--- src/rtl/assert_macros.svh ---
// ----------------------------------------------------------------------------
// Assertion macros shared by the RTL files.
// ----------------------------------------------------------------------------
`ifndef ASSERT_MACROS_SVH
`define ASSERT_MACROS_SVH

// The consequent must hold in the same cycle as the antecedent.
`define ASSERT_IMPLY(label, clk, rstn, ante, cons) \
    label: assert property (@(posedge clk) disable iff (!(rstn)) (ante) |-> (cons)) \
        else $error("same-cycle implication failed");

// The consequent must hold in the cycle after the antecedent.
`define ASSERT_NEXT(label, clk, rstn, ante, cons) \
    label: assert property (@(posedge clk) disable iff (!(rstn)) (ante) |=> (cons)) \
        else $error("next-cycle implication failed");

`endif

--- src/rtl/blr_pkg.sv ---
// ----------------------------------------------------------------------------
// blr_pkg
// Widths, defaults and state encoding of the line rasterizer.
// ----------------------------------------------------------------------------
package blr_pkg;

    localparam int COORD_W  = 13;   // signed endpoint coordinate
    localparam int DELTA_W  = 14;   // absolute span of one axis
    localparam int TERM_W   = 16;   // signed decision term
    localparam int ADDR_W   = 12;   // linear canvas address
    localparam int COLOR_W  = 32;
    localparam int IDX_W    = 7;    // holds any in-canvas coordinate

    localparam int CANVAS_WIDTH_DEF  = 64;
    localparam int CANVAS_HEIGHT_DEF = 64;

    typedef enum logic [4:0] {
        ST_IDLE  = 5'b00001,
        ST_DELTA = 5'b00010,
        ST_ORDER = 5'b00100,
        ST_WALK  = 5'b01000,
        ST_FLUSH = 5'b10000
    } blr_state_t;

endpackage

--- src/rtl/bresenham_line_rasterizer.sv ---
// ----------------------------------------------------------------------------
// bresenham_line_rasterizer
// Walks one line per request with the integer Bresenham decision term and
// emits one pixel write for every visited point that lies on the canvas.
// ----------------------------------------------------------------------------
//
//   Channel | Direction | Handshake          | Payload
//   --------+-----------+--------------------+-----------------------------------
//   s_      | in        | s_valid / s_ready  | start_x/y, end_x/y, line_color
//   m_      | out       | m_valid / m_ready  | pixel_address, pixel_color, last
//
// A line request passes through the accept state, the setup states ST_DELTA
// and ST_ORDER, a walk over every point of the major axis (span + 1) and
// the flush state. The walk loop takes one Bresenham step per cycle through
// the term adder unless the walk is held.
// The block takes a new request only when idle; the last pixel of the
// previous line may still sit in the output register at that time.
// A stalled result side holds the walk only when a new on-canvas point finds
// both the held pixel and the output register occupied.
// Reset (aresetn, synchronous, active low) returns the sequencer to idle,
// clears the walk state and empties the output register and the held pixel.
//
// Because the major coordinate rises by one on every step, at most
// CANVAS_WIDTH (x-major) or CANVAS_HEIGHT (y-major) points fall on the
// canvas, so a line on the default 64 x 64 canvas never gives more than 64 writes.
// ----------------------------------------------------------------------------
module bresenham_line_rasterizer
    import blr_pkg::*;
#(
    parameter int CANVAS_WIDTH  = CANVAS_WIDTH_DEF,
    parameter int CANVAS_HEIGHT = CANVAS_HEIGHT_DEF
) (
    input  logic                      aclk,
    input  logic                      aresetn,
    input  logic                      s_valid,
    output logic                      s_ready,
    input  logic signed [COORD_W-1:0] s_start_x,
    input  logic signed [COORD_W-1:0] s_start_y,
    input  logic signed [COORD_W-1:0] s_end_x,
    input  logic signed [COORD_W-1:0] s_end_y,
    input  logic        [COLOR_W-1:0] s_line_color,
    output logic                      m_valid,
    input  logic                      m_ready,
    output logic        [ADDR_W-1:0]  m_pixel_address,
    output logic        [COLOR_W-1:0] m_pixel_color,
    output logic                      m_last_pixel
);

`include "assert_macros.svh"

    // Sequencer.
    blr_state_t state_reg, state_next;

    // Captured request.
    logic signed [COORD_W-1:0] x0_reg, x0_next, y0_reg, y0_next;
    logic signed [COORD_W-1:0] x1_reg, x1_next, y1_reg, y1_next;
    logic        [COLOR_W-1:0] color_reg, color_next;

    // Spans measured in the first setup cycle.
    logic [DELTA_W-1:0] abs_dx_reg, abs_dx_next, abs_dy_reg, abs_dy_next;
    logic               dx_neg_reg, dx_neg_next, dy_neg_reg, dy_neg_next;

    // Walk state.
    logic signed [COORD_W-1:0] major_pos_reg, major_pos_next;
    logic signed [COORD_W-1:0] minor_pos_reg, minor_pos_next;
    logic signed [COORD_W-1:0] major_end_reg, major_end_next;
    logic signed [TERM_W-1:0]  term_reg, term_next;
    logic        [DELTA_W-1:0] major_delta_reg, major_delta_next;
    logic        [DELTA_W-1:0] minor_delta_reg, minor_delta_next;
    logic                      minor_neg_reg, minor_neg_next;
    logic                      y_major_reg, y_major_next;

    // One on-canvas pixel is held back until the next one is found, so the
    // final write of a line can be marked when the walk ends.
    logic              pend_valid_reg, pend_valid_next;
    logic [ADDR_W-1:0] pend_addr_reg, pend_addr_next;

    // Output register.
    logic               out_valid_reg, out_valid_next;
    logic [ADDR_W-1:0]  out_addr_reg, out_addr_next;
    logic [COLOR_W-1:0] out_color_reg, out_color_next;
    logic               out_last_reg, out_last_next;

    // Combinational helpers.
    logic signed [DELTA_W-1:0] dx, dy;
    logic                      swap;
    logic signed [COORD_W-1:0] px, py;
    logic                      hit, out_free, advance, term_pos;
    logic        [ADDR_W-1:0]  addr;
    logic signed [TERM_W:0]    term_sum;

    assign s_ready         = (state_reg == ST_IDLE);
    assign m_valid         = out_valid_reg;
    assign m_pixel_address = out_addr_reg;
    assign m_pixel_color   = out_color_reg;
    assign m_last_pixel    = out_last_reg;

    assign out_free = !out_valid_reg || m_ready;

    // Spans of the captured request.
    assign dx = DELTA_W'(x1_reg) - DELTA_W'(x0_reg);
    assign dy = DELTA_W'(y1_reg) - DELTA_W'(y0_reg);

    // The endpoints are exchanged when the major coordinate would decrease.
    assign swap = y_major_reg ? dy_neg_reg : dx_neg_reg;

    // Current point on the canvas and its linear address.
    assign px  = y_major_reg ? minor_pos_reg : major_pos_reg;
    assign py  = y_major_reg ? major_pos_reg : minor_pos_reg;
    assign hit = !px[COORD_W-1] && (px[COORD_W-2:0] < (COORD_W-1)'(CANVAS_WIDTH)) &&
                 !py[COORD_W-1] && (py[COORD_W-2:0] < (COORD_W-1)'(CANVAS_HEIGHT));
    assign addr = ADDR_W'(py[IDX_W-1:0]) * ADDR_W'(CANVAS_WIDTH) +
                  ADDR_W'(px[IDX_W-1:0]);

    // One Bresenham step of the decision term.
    assign term_pos = !term_reg[TERM_W-1] && (term_reg != '0);
    assign term_sum = (TERM_W+1)'(term_reg)
                    + $signed((TERM_W+1)'({minor_delta_reg, 1'b0}))
                    - (term_pos ? $signed((TERM_W+1)'({major_delta_reg, 1'b0}))
                                : $signed((TERM_W+1)'(0)));

    // The walk holds only when a new pixel finds both buffers full.
    assign advance = !(hit && pend_valid_reg && !out_free);

    always_comb begin
        state_next       = state_reg;
        x0_next          = x0_reg;
        y0_next          = y0_reg;
        x1_next          = x1_reg;
        y1_next          = y1_reg;
        color_next       = color_reg;
        abs_dx_next      = abs_dx_reg;
        abs_dy_next      = abs_dy_reg;
        dx_neg_next      = dx_neg_reg;
        dy_neg_next      = dy_neg_reg;
        major_pos_next   = major_pos_reg;
        minor_pos_next   = minor_pos_reg;
        major_end_next   = major_end_reg;
        term_next        = term_reg;
        major_delta_next = major_delta_reg;
        minor_delta_next = minor_delta_reg;
        minor_neg_next   = minor_neg_reg;
        y_major_next     = y_major_reg;
        pend_valid_next  = pend_valid_reg;
        pend_addr_next   = pend_addr_reg;
        out_valid_next   = out_valid_reg;
        out_addr_next    = out_addr_reg;
        out_color_next   = out_color_reg;
        out_last_next    = out_last_reg;

        // A taken result frees the output register unless refilled below.
        if (out_valid_reg && m_ready) begin
            out_valid_next = 1'b0;
        end

        unique case (state_reg)
            ST_IDLE: begin
                if (s_valid) begin
                    x0_next    = s_start_x;
                    y0_next    = s_start_y;
                    x1_next    = s_end_x;
                    y1_next    = s_end_y;
                    color_next = s_line_color;
                    state_next = ST_DELTA;
                end
            end
            ST_DELTA: begin
                dx_neg_next  = dx[DELTA_W-1];
                dy_neg_next  = dy[DELTA_W-1];
                abs_dx_next  = dx[DELTA_W-1] ? DELTA_W'(-dx) : DELTA_W'(dx);
                abs_dy_next  = dy[DELTA_W-1] ? DELTA_W'(-dy) : DELTA_W'(dy);
                // Equal spans and the single point walk along y.
                y_major_next = !(abs_dy_next < abs_dx_next);
                state_next   = ST_ORDER;
            end
            ST_ORDER: begin
                if (y_major_reg) begin
                    major_pos_next   = swap ? y1_reg : y0_reg;
                    major_end_next   = swap ? y0_reg : y1_reg;
                    minor_pos_next   = swap ? x1_reg : x0_reg;
                    major_delta_next = abs_dy_reg;
                    minor_delta_next = abs_dx_reg;
                    minor_neg_next   = swap ? (!dx_neg_reg && abs_dx_reg != '0) : dx_neg_reg;
                end else begin
                    major_pos_next   = swap ? x1_reg : x0_reg;
                    major_end_next   = swap ? x0_reg : x1_reg;
                    minor_pos_next   = swap ? y1_reg : y0_reg;
                    major_delta_next = abs_dx_reg;
                    minor_delta_next = abs_dy_reg;
                    minor_neg_next   = swap ? (!dy_neg_reg && abs_dy_reg != '0) : dy_neg_reg;
                end
                term_next  = TERM_W'((TERM_W+1)'({minor_delta_next, 1'b0}) -
                                     (TERM_W+1)'(major_delta_next));
                state_next = ST_WALK;
            end
            ST_WALK: begin
                if (advance) begin
                    if (hit) begin
                        if (pend_valid_reg) begin
                            out_valid_next = 1'b1;
                            out_addr_next  = pend_addr_reg;
                            out_color_next = color_reg;
                            out_last_next  = 1'b0;
                        end
                        pend_valid_next = 1'b1;
                        pend_addr_next  = addr;
                    end
                    if (term_pos) begin
                        minor_pos_next = minor_neg_reg ? minor_pos_reg - COORD_W'(1)
                                                       : minor_pos_reg + COORD_W'(1);
                    end
                    term_next      = term_sum[TERM_W-1:0];
                    major_pos_next = major_pos_reg + COORD_W'(1);
                    if (major_pos_reg == major_end_reg) begin
                        state_next = ST_FLUSH;
                    end
                end
            end
            ST_FLUSH: begin
                // The held pixel is the final write of the line.
                if (!pend_valid_reg) begin
                    state_next = ST_IDLE;
                end else if (out_free) begin
                    out_valid_next  = 1'b1;
                    out_addr_next   = pend_addr_reg;
                    out_color_next  = color_reg;
                    out_last_next   = 1'b1;
                    pend_valid_next = 1'b0;
                    state_next      = ST_IDLE;
                end
            end
            default: begin
                state_next = ST_IDLE;
            end
        endcase
    end

    always_ff @(posedge aclk) begin
        if (!aresetn) begin
            state_reg       <= ST_IDLE;
            pend_valid_reg  <= 1'b0;
            out_valid_reg   <= 1'b0;
            major_pos_reg   <= '0;
            minor_pos_reg   <= '0;
            major_end_reg   <= '0;
            term_reg        <= '0;
            major_delta_reg <= '0;
            minor_delta_reg <= '0;
            minor_neg_reg   <= 1'b0;
            y_major_reg     <= 1'b0;
        end else begin
            state_reg       <= state_next;
            pend_valid_reg  <= pend_valid_next;
            out_valid_reg   <= out_valid_next;
            major_pos_reg   <= major_pos_next;
            minor_pos_reg   <= minor_pos_next;
            major_end_reg   <= major_end_next;
            term_reg        <= term_next;
            major_delta_reg <= major_delta_next;
            minor_delta_reg <= minor_delta_next;
            minor_neg_reg   <= minor_neg_next;
            y_major_reg     <= y_major_next;
        end
    end

    always_ff @(posedge aclk) begin
        x0_reg          <= x0_next;
        y0_reg          <= y0_next;
        x1_reg          <= x1_next;
        y1_reg          <= y1_next;
        color_reg       <= color_next;
        abs_dx_reg      <= abs_dx_next;
        abs_dy_reg      <= abs_dy_next;
        dx_neg_reg      <= dx_neg_next;
        dy_neg_reg      <= dy_neg_next;
        pend_addr_reg   <= pend_addr_next;
        out_addr_reg    <= out_addr_next;
        out_color_reg   <= out_color_next;
        out_last_reg    <= out_last_next;
    end

    // An idle sequencer never keeps a pixel held back from the last line.
    `ASSERT_IMPLY(a_idle_no_pend, aclk, aresetn, state_reg == ST_IDLE, !pend_valid_reg)

    // The walk never passes the end of the major axis.
    `ASSERT_IMPLY(a_walk_in_span, aclk, aresetn, state_reg == ST_WALK,
                  major_pos_reg <= major_end_reg)

    // Every emitted address lies on the canvas.
    `ASSERT_IMPLY(a_addr_on_canvas, aclk, aresetn, out_valid_reg,
                  int'(out_addr_reg) < CANVAS_WIDTH * CANVAS_HEIGHT)

    // An accepted request always starts the setup sequence.
    `ASSERT_NEXT(a_accept_setup, aclk, aresetn, s_valid && s_ready, state_reg == ST_DELTA)

endmodule

--- config.mk ---
export PLATFORM = sky130hd
export DESIGN_NAME = bresenham_line_rasterizer
export DESIGN_NICKNAME = d
export VERILOG_FILES = /design/src/rtl/blr_pkg.sv /design/src/rtl/bresenham_line_rasterizer.sv
export VERILOG_INCLUDE_DIRS = /design/src /design/src/rtl
export SDC_FILE = /design/constraint.sdc
export NUM_CORES = 1
export LEC_CHECK = 0
export BUFFER_PORTS_ARGS = -buffer_cell sky130_fd_sc_hd__buf_4
export CAP_MARGIN = 0
export CORE_MARGIN = 1.5
export CORE_UTILIZATION = 27
export CTS_CLUSTER_DIAMETER = 40
export DETAILED_ROUTE_END_ITERATION = 7
export SYNTH_ARGS = -nofsm -noshare
export SYNTH_HDL_FRONTEND = slang
export SYNTH_SLANG_ARGS = --single-unit
--- constraint.sdc ---
create_clock -name aclk -period 6.2 [get_ports aclk]
set_clock_uncertainty 0.1 [all_clocks]
set_input_delay 0.31 -clock aclk [delete_from_list [all_inputs] [get_ports aclk]]
set_output_delay 0.31 -clock aclk [all_outputs]
set_load 0.02 [all_outputs]
### Word level (Yosys, flattened, before mapping)

Index checks and enable logic that the tools add are counted.

| word-level totals | value |
|---|---|
| register bits after elaboration | 263 |
| output and inout port bits | 47 |
| bits of input ports | 88 |

| operators by class | value |
|---|---|
| eq/ne operators | 15 |
| $lt $le $gt $ge | 3 |
| reduce and logical (&&, ||, !) cells | 30 |
| muxes and demuxes | 64 |
| add/subtract/negate cells | 11 |
| bitwise logic cells | 1 |

Operators with widths:

| kind | number |
|---|---|
| two-way mux 13 bit | 13 |
| two-way mux 32 bit | 5 |
| two-way mux 14 bit | 6 |
| one-hot mux 32 bit (2 select lines) | 1 |
| two-way mux 12 bit | 5 |
| one-hot mux 13 bit (2 select lines) | 2 |
| one-hot mux 16 bit (2 select lines) | 1 |
| negation 14 bit | 2 |
| nonzero test 14 bit | 2 |
| subtractor 13 x 13 -> 14 bit | 2 |
| adder 13 x 2 -> 13 bit (second input constant) | 2 |
| two-way mux 5 bit | 5 |
| one-hot mux 5 bit (5 select lines) | 1 |
| < comparator 12 x 7 -> 1 bit (second input constant) | 2 |
| one-hot mux 12 bit (2 select lines) | 1 |
| two-way mux 1 bit | 19 |
| adder 16 bit | 1 |
| two-way mux 16 bit | 1 |
| inequality test 2 bit (second input constant) | 8 |
| nonzero test 16 bit | 1 |
| subtractor 15 x 14 -> 16 bit | 1 |
| subtractor 16 bit | 1 |
| two-way mux 15 bit | 1 |
| < comparator 14 bit | 1 |
| 19 further kinds | 40 |

### Logic depth before layout (Yosys ltp)

Gate-level depths: netlist (run 1).

| logic depth | value |
|---|---|
| word-level depth | 9 |
| depth in mapped cells | 20 |
| mapped depth without buffers | 19 |

### Worst setup path after synthesis (run 1)

No wires, ideal clock.

| timing path | value |
|---|---|
| path type | register to register |
| start point | register x0_reg[4] |
| end point | register y_major_reg |
| arrival time | 4.044 ns |
| cell stages (with the launch flop) | 19 |
| period minus slack after synthesis | 4.272 ns |
| setup slack | 1.928 ns |
| path through | edfxtp_1 > inv_1 > ha_1 > a21o_1 > a21o_1 > o311ai_2 > a31oi_1 > or4b_1 > o21a_1 > buf_2 > a21o_1 > ha_1 > a21o_1 > a21o_1 > a21o_1 > a21o_1 > a21o_1 > a2111oi_0 > o31ai_1 |

| on the way | value |
|---|---|
| word-level cells in the longest chain between the ends | 5 |

Ends and longest elaborated chain:

| what | line | text |
|---|---|---|
| start, declared | bresenham_line_rasterizer.sv:55 | `logic signed [COORD_W-1:0] x0_reg, x0_next, y0_reg, y0_next;` |
| start signal, assigned | bresenham_line_rasterizer.sv:267 | `x0_reg <= x0_next;` |
| subtractor 13 x 13 -> 14 bit * | bresenham_line_rasterizer.sv:101 | `assign dx = DELTA_W'(x1_reg) - DELTA_W'(x0_reg);` |
| negation 14 bit | bresenham_line_rasterizer.sv:170 | `abs_dx_next = dx[DELTA_W-1] ? DELTA_W'(-dx) : DELTA_W'(dx);` |
| two-way mux 14 bit * | bresenham_line_rasterizer.sv:170 |  |
| < comparator 14 bit * | bresenham_line_rasterizer.sv:173 | `y_major_next = !(abs_dy_next < abs_dx_next);` |
| zero test 1 bit * | bresenham_line_rasterizer.sv:173 |  |
| end signal, assigned | bresenham_line_rasterizer.sv:262 | `y_major_reg <= y_major_next;` |
| end, declared | bresenham_line_rasterizer.sv:71 | `logic y_major_reg, y_major_next;` |

Every way passes the cells marked *; elsewhere a longest branch is shown, timed or not.
A chain may end at the register's enable or synchronous reset.

### Final worst setup path (run 1)

| timing path | value |
|---|---|
| start point | register y1_reg[6] |
| end point | register y_major_reg |

| on the way | value |
|---|---|
| word-level cells in the longest chain between the ends | 5 |

Ends and longest elaborated chain:

| what | line | text |
|---|---|---|
| start, declared | bresenham_line_rasterizer.sv:56 | `logic signed [COORD_W-1:0] x1_reg, x1_next, y1_reg, y1_next;` |
| start signal, assigned | bresenham_line_rasterizer.sv:270 | `y1_reg <= y1_next;` |
| subtractor 13 x 13 -> 14 bit * | bresenham_line_rasterizer.sv:102 | `assign dy = DELTA_W'(y1_reg) - DELTA_W'(y0_reg);` |
| net dy[13] | bresenham_line_rasterizer.sv:85 | `logic signed [DELTA_W-1:0] dx, dy;` |
| negation 14 bit | bresenham_line_rasterizer.sv:171 | `abs_dy_next = dy[DELTA_W-1] ? DELTA_W'(-dy) : DELTA_W'(dy);` |
| two-way mux 14 bit * | bresenham_line_rasterizer.sv:171 |  |
| < comparator 14 bit * | bresenham_line_rasterizer.sv:173 |  |
| zero test 1 bit * | bresenham_line_rasterizer.sv:173 |  |

Mark *: on every way through the listed nets, which the timed path passes. The rest lies on a longest branch.

==> results of run 1 <==
how the worst max path moves through the flow:
stage	to	depth (start not counted)
after global placement	y_major_reg	18
after detailed placement	y_major_reg	17
final	y_major_reg	17
after CTS	y_major_reg	17
after floorplan	y_major_reg	18
after global routing	y_major_reg	17
report_power, final:
part           total (uW)  internal (uW)  leakage (uW)  switching, uW
combinational        4100           1710       0.00440           2390
clock                2470           1580      0.000709            885
sequential           2510           2280       0.00231            228
cell usage after synthesis (all sizes together) (4+ instances only):
cell | instances | share of area
a2111oi | 4 | 0.0023
a211oi | 70 | 0.034
a21boi | 4 | 0.0020
a21o | 26 | 0.013
a21oi | 96 | 0.032
a221oi | 5 | 0.0033
a22oi | 5 | 0.0024
a311oi | 6 | 0.0034
a31oi | 12 | 0.0049
and2 | 19 | 0.0079
and3 | 13 | 0.0053
buf | 15 | 0.0047
clkbuf | 56 | 0.014
dfxtp | 92 | 0.12
edfxtp | 171 | 0.33
fa | 19 | 0.025
ha | 81 | 0.066
inv | 108 | 0.026
mux2 | 22 | 0.016
mux2i | 41 | 0.027
mux4 | 22 | 0.032
nand2 | 66 | 0.016
nand2b | 15 | 0.0061
nand3 | 25 | 0.0081
nand3b | 7 | 0.0034
nand4 | 9 | 0.0037
nor2 | 139 | 0.034
nor2b | 31 | 0.013
nor3 | 24 | 0.0078
nor4 | 16 | 0.0075
nor4b | 4 | 0.0023
o211ai | 4 | 0.0020
o21a | 12 | 0.0059
o21ai | 78 | 0.026
o22ai | 5 | 0.0020
o311ai | 9 | 0.0056
o31a | 4 | 0.0023
o31ai | 7 | 0.0043
or3 | 9 | 0.0037
or4 | 4 | 0.0020
xnor2 | 56 | 0.033
xor2 | 31 | 0.018
critical path: cells and delay by family, from the launching register on:
kind,cells,cell delay (ps)
compound gates,14,3140
flops,1,430
buf+inv,1,250
fa+ha+maj,2,720
cell usage in the layout (no fill, tap or decap), types with 7 or more instances in the layout:
| cell | netlist | final |
|---|---|---|
| a211oi_1 | 70 | 70 |
| a21o_1 | 26 | 26 |
| a21oi_1 | 92 | 92 |
| a31oi_1 | 12 | 12 |
| and2_1 | 18 | 17 |
| and3_1 | 13 | 13 |
| buf_4 | 2 | 149 |
| bufinv_16 | 0 | 7 |
| clkbuf_16 | 0 | 43 |
| dfxtp_1 | 92 | 91 |
| dlygate4sd3_1 | 0 | 85 |
| edfxtp_1 | 171 | 171 |
| fa_1 | 19 | 19 |
| ha_1 | 81 | 81 |
| inv_1 | 107 | 106 |
| inv_6 | 0 | 7 |
| mux2_2 | 22 | 22 |
| mux2i_1 | 41 | 40 |
| mux4_2 | 22 | 22 |
| nand2_1 | 65 | 65 |
| nand2b_1 | 15 | 15 |
| nand3_1 | 25 | 24 |
| nand3b_1 | 7 | 7 |
| nand4_1 | 9 | 9 |
| nor2_1 | 136 | 134 |
| nor2b_1 | 30 | 30 |
| nor3_1 | 24 | 23 |
| nor4_1 | 15 | 15 |
| o21a_1 | 12 | 12 |
| o21ai_0 | 71 | 71 |
| o311ai_0 | 7 | 7 |
| or3_1 | 9 | 9 |
| xnor2_1 | 55 | 55 |
| xor2_1 | 31 | 31 |
final cells by class:
class	count	area [um2]	share of cell area
multi-input combinational	1033	7760	0.397
sequential	263	6980	0.357
timing repair buffer	234	1970	0.101
clock buffer	48	1090	0.0560
tap	756	946	0.0484
inverter	108	405	0.0207
clock inverter	28	383	0.0196
antenna	1	2.50	0.000128
through the flow:
stage                     std cells  total power [uW]
final                          2471              9080
after global routing           2470              9700
after CTS                      2470              9120
after detailed placement       2309              6550
after global placement         2309              6450
after floorplan                1475              5480
logic make-up (layout without fill, tap and decap cells):
| logic type | count (synthesis) | after routing | share of synthesized area |
|---|---|---|---|
| multiplexers | 85 | 85 | 0.0750 |
| AND/OR/NAND/NOR | 392 | 392 | 0.128 |
| XOR/XNOR | 87 | 87 | 0.0507 |
| AO/OA/AOI/OAI | 369 | 369 | 0.158 |
| buffers and inverters | 179 | 418 | 0.0447 |
| adder cells (fa/ha/maj) | 100 | 100 | 0.0906 |
| other | 0 | 1 | 0 |
| flip-flops | 263 | 263 | 0.453 |
layer usage:
metal	vias to the layer above	GRT usage	wire length (um)
li1	5857	-	-
met3	53	0.0240	2090
met2	293	0.227	18900
met4	0	0.0404	904
met5	-	0	0
met1	5887	0.193	19500
==> impl_metrics.env, run 1 <==
export IMPL_grt_start_max_net_pins=79
export IMPL_slew_viol_final=0
export IMPL_overflow=0
export IMPL_required_ps=6530
export IMPL_crit_path_start_kind="flip-flop"
export IMPL_grt_total_usage=0.141
export IMPL_dp_final_hpwl_um=30400
export IMPL_clkTransAtPathRegs_ps=50
export IMPL_wirelength_um=41400
export IMPL_grt_first_pass_wirelength_um=66000
export IMPL_synthCells=1475
export IMPL_fin_crit_ps=4770
export IMPL_period_share=0.769
export IMPL_postCtsSetupBuffers=0
export IMPL_synth_edff_count=171
export IMPL_rows=87
export IMPL_crit_path_top_delay_cell="a2111oi_0"
export IMPL_fill_cells=5671
export IMPL_pre_cts_ws_ps=1520
export IMPL_hold_class="input port to flip-flop"
export IMPL_max_stage_delay_ps=500
export IMPL_final_area_um2=19500
export IMPL_tns_ps=0
export IMPL_utilization=0.347
export IMPL_setup_viol=0
export IMPL_port_buffers=134
export IMPL_status="completed"
export IMPL_die_area_um2=58400
export IMPL_clockRootBuffer="clkbuf_16"
export IMPL_nets=1870
export IMPL_p_per_area_nw_per_um2=465
export IMPL_mappedNetlistArea_um2=15400
export IMPL_synth_main_ff_cell="edfxtp_1"
export IMPL_ir_drop_v=0.000246
export IMPL_numCtsBuffers=42
export IMPL_antenna_left=0
export IMPL_hold_viol_final=0
export IMPL_r2r_start="y1_reg[6]"
export IMPL_p_leak_uw=0.00742
export IMPL_coreArea_um2=56400
export IMPL_arrival_ps=5100
export IMPL_die_w_um=242
export IMPL_ios=135
export IMPL_holdPathStages=2
export IMPL_reg2reg_depth=17
export IMPL_worstSetupPathType="flip-flop to flip-flop"
export IMPL_synth_area_per_cell_um2=10.4
export IMPL_yosysWarnings=0
export IMPL_worstMarginPinSlew_ps=1160
export IMPL_path_cells="ha_1 > a21oi_1 > o22ai_1 > a21oi_1 > a31oi_1 > a21boi_0 > a21boi_1 > inv_1 > o21ai_0 > ha_1 > a21o_1 > a21o_1 > a21o_1 > a21o_1 > a21o_1 > a2111oi_0 > o31ai_1"
export IMPL_grt_setup_unrepaired="false"
export IMPL_crit_fanout=8
export IMPL_cts_tree="yes"
export IMPL_clockBufferDepth=3
export IMPL_post_dp_cell_area_um2=17200
export IMPL_wl_per_cell_um=16.8
export IMPL_start_util=0.273
export IMPL_r2r_slack_ps=1430
export IMPL_grt_pass1_vias=12000
export IMPL_async_flop_share=0
export IMPL_antenna_found_initial=0
export IMPL_drt_pass1_iter_count=5
export IMPL_max_freq_mhz=210
export IMPL_drc=0
export IMPL_gp_congestion=0.878
export IMPL_max_cap_violations=0
export IMPL_num_vias=12100
export IMPL_area_delta_synth_final_pct=27.0
export IMPL_ys_seq_area_frac=0.453
export IMPL_slew_headroom=0.209
export IMPL_die_y_um=242
export IMPL_drt_iter0_drc=1038
export IMPL_cts_sinks=263
export IMPL_avgViaCountPerCell=4.89
export IMPL_yosysUniqueCellTypes=82
export IMPL_post_cts_resized=0
export IMPL_clkLatencyLatePin_ps=560
export IMPL_cpMostUsedCell="a21o_1"
export IMPL_ys_seq_elements=263
export IMPL_min_to="term_reg[13]"
export IMPL_layout_drive_gt1_share=0.171
export IMPL_holdBufCountCts=85
export IMPL_syn_num_nets=1663
export IMPL_reg2reg_to="y_major_reg"
export IMPL_hold_start="aresetn"
export IMPL_endpoint_kind="flip-flop"
export IMPL_whs_ps=62.9
export IMPL_h_tree_depth=2
export IMPL_crit_path_start="y1_reg[6]"
export IMPL_worst_slack_ps=1430
Note: power is estimated with default switching activity, not from simulation.
==> run 2, diff against run 1 <==
clock period = 4.7 ns   (was 6.2 ns; I/O delays follow)
==> run 2 against run 1 <==
Against the previous run: final area increased by 0.60%; clock-buffer cell count increased by 1; wire length increased by 1.2%; setup slack worse by 1200 ps; final cell count up 0.57%; highest routed layer unchanged; first-iteration DRC count shrank 14%; sequential power up 31%; hold slack improved by 27 ps; core utilization grew 0.21 points.
==> impl_metrics.env, run 2 (same netlist as run 1, synthesis figures left out) <==
export IMPL_wl_per_cell_um=16.9
export IMPL_overflow=0
export IMPL_clkLatencyLatePin_ps=560
export IMPL_worstSetupPathType="flip-flop to flip-flop"
export IMPL_die_area_um2=58400
export IMPL_port_buffers=134
export IMPL_cp_num_buf_inv=2
export IMPL_area_delta_synth_final_pct=27.7
export IMPL_endpoint_kind="flip-flop"
export IMPL_antenna_found_initial=0
export IMPL_drt_pass1_iter_count=5
export IMPL_slew_viol_final=0
export IMPL_ir_drop_v=0.000392
export IMPL_num_antenna_cells=0
export IMPL_numCtsBuffers=44
export IMPL_max_freq_mhz=224
export IMPL_grt_total_usage=0.141
export IMPL_period_share=0.948
export IMPL_drc=0
export IMPL_p_leak_uw=0.00748
export IMPL_wirelength_um=41900
export IMPL_fin_crit_ps=4460
export IMPL_grt_setup_unrepaired="false"
export IMPL_antenna_left=0
export IMPL_crit_path_start_kind="flip-flop"
export IMPL_crit_fanout=8
export IMPL_cts_sinks=263
export IMPL_die_y_um=242
export IMPL_ios=135
export IMPL_required_ps=5040
export IMPL_arrival_ps=4800
export IMPL_nets=1883
export IMPL_start_util=0.273
export IMPL_final_cell_mix="171 x edfxtp_1, 159 x buf_4, 134 x nor2_1"
export IMPL_final_common_cell="edfxtp_1"
export IMPL_rows=87
export IMPL_tns_ps=0
export IMPL_gp_congestion=0.912
export IMPL_layout_drive_gt1_share=0.179
export IMPL_grt_start_max_net_pins=66
export IMPL_num_vias=12200
export IMPL_cpLargestDelayFamily="compound AO/OA/AOI/OAI gates"
export IMPL_max_cap_violations=0
export IMPL_utilization=0.349
export IMPL_fill_cells=5668
export IMPL_grt_first_pass_wirelength_um=65900
export IMPL_avgViaCountPerCell=4.90
export IMPL_worstMarginPinSlew_ps=922
export IMPL_drt_iter0_drc=888
export IMPL_clockBufferDepth=3
export IMPL_h_tree_depth=2
export IMPL_cts_tree="yes"
export IMPL_whs_ps=90.4
export IMPL_dp_final_hpwl_um=30800
export IMPL_hold_class="input port to flip-flop"
export IMPL_max_stage_delay_ps=430
export IMPL_status="completed"
export IMPL_path_cells="inv_1 > ha_1 > nand2_1 > nor3_1 > a21oi_1 > a31oi_1 > a21boi_0 > a21boi_1 > inv_1 > o21ai_0 > ha_1 > a21o_1 > a21o_1 > a21o_1 > a21o_1 > a21o_1 > a2111oi_1 > o31ai_1"
export IMPL_hold_viol_final=0
export IMPL_die_w_um=242
export IMPL_p_per_area_nw_per_um2=612
export IMPL_cpMostUsedCell="a21o_1"
export IMPL_coreArea_um2=56400
export IMPL_clkTransAtPathRegs_ps=60
export IMPL_setup_viol=0
export IMPL_grt_pass1_vias=12000
export IMPL_slew_headroom=0.385
export IMPL_clockRootBuffer="clkbuf_16"
export IMPL_crit_path_top_delay_cell="edfxtp_1"
## run 2: changes by cell type in the layout (fill, tap and decap cells not counted), moves of 2 or more
cell	change
buf_4	+10
bufinv_16	-3
clkbuf_1	-3
clkinv_4	+3
clkbuf_16	+2
clkbuf_8	+2
clkinv_8	+2
clkinvlp_4	+2
inv_8	-2
## run 2: power by group
part           internal (uW)  switching [uW]  leakage (uW)  total, uW
sequential              3010             281       0.00231       3290
combinational           2310            3190       0.00445       5500
clock                   2040            1200      0.000720       3240
## run 2: worst register-to-register path: stages, from the launching register on
cell       delay (ps)
edfxtp_1          430
inv_1              80
ha_1              420
nand2_1            80
nor3_1            180
a21oi_1           120
a31oi_1           300
a21boi_0          150
a21boi_1          220
inv_1             180
o21ai_0           380
ha_1              300
a21o_1            160
a21o_1            180
a21o_1            170
a21o_1            190
a21o_1            180
a2111oi_1         420
o31ai_1           100
## run 2: metal layers
metal / GRT usage / up-vias / wire, um
met5: 0 / - / 0
met4: 0.0507 / 0 / 1170
met3: 0.0289 / 77 / 2370
met2: 0.219 / 339 / 18900
met1: 0.194 / 5878 / 19500
li1: - / 5891 / -
## run 2: worst paths after layout
kind | from | slack, ps | end | cells after the start
worst max-delay path | y0_reg[5] | 240 | y_major_reg | 18
worst min-delay path | s_valid | 90 | state_reg[0] | 4
worst min register to register | color_reg[31] | 310 | m_pixel_color[31] | 0
worst max register to register | y0_reg[5] | 240 | y_major_reg | 18
## run 2: what timing repair did
action | 4_1_cts | 5_1_grt
endpoints found under the hold margin | 96 | 0
hold buffers | 86 | 0
gates resized for setup | 0 | 1
endpoints found under the setup margin | 0 | 1
setup buffers | 0 | 2
## run 2: through the flow
step	cell area, um2	std cells	power, uW	setup slack [ps]
final	19700	2485	12000	242
after global routing	19700	2485	12800	25.3
after CTS	19600	2483	12000	233
after detailed placement	17300	2317	8660	227
after global placement	17300	2317	8550	377
after floorplan	15400	1475	7220	428
## run 2: cell type report
type                       count  area (um2)  share of cell area
multi-input combinational   1033        7760               0.395
sequential                   263        6980               0.355
clock inverter                31         349              0.0178
timing repair buffer         245        2050               0.105
inverter                     108         405              0.0206
clock buffer                  49        1160              0.0591
tap                          756         946              0.0481
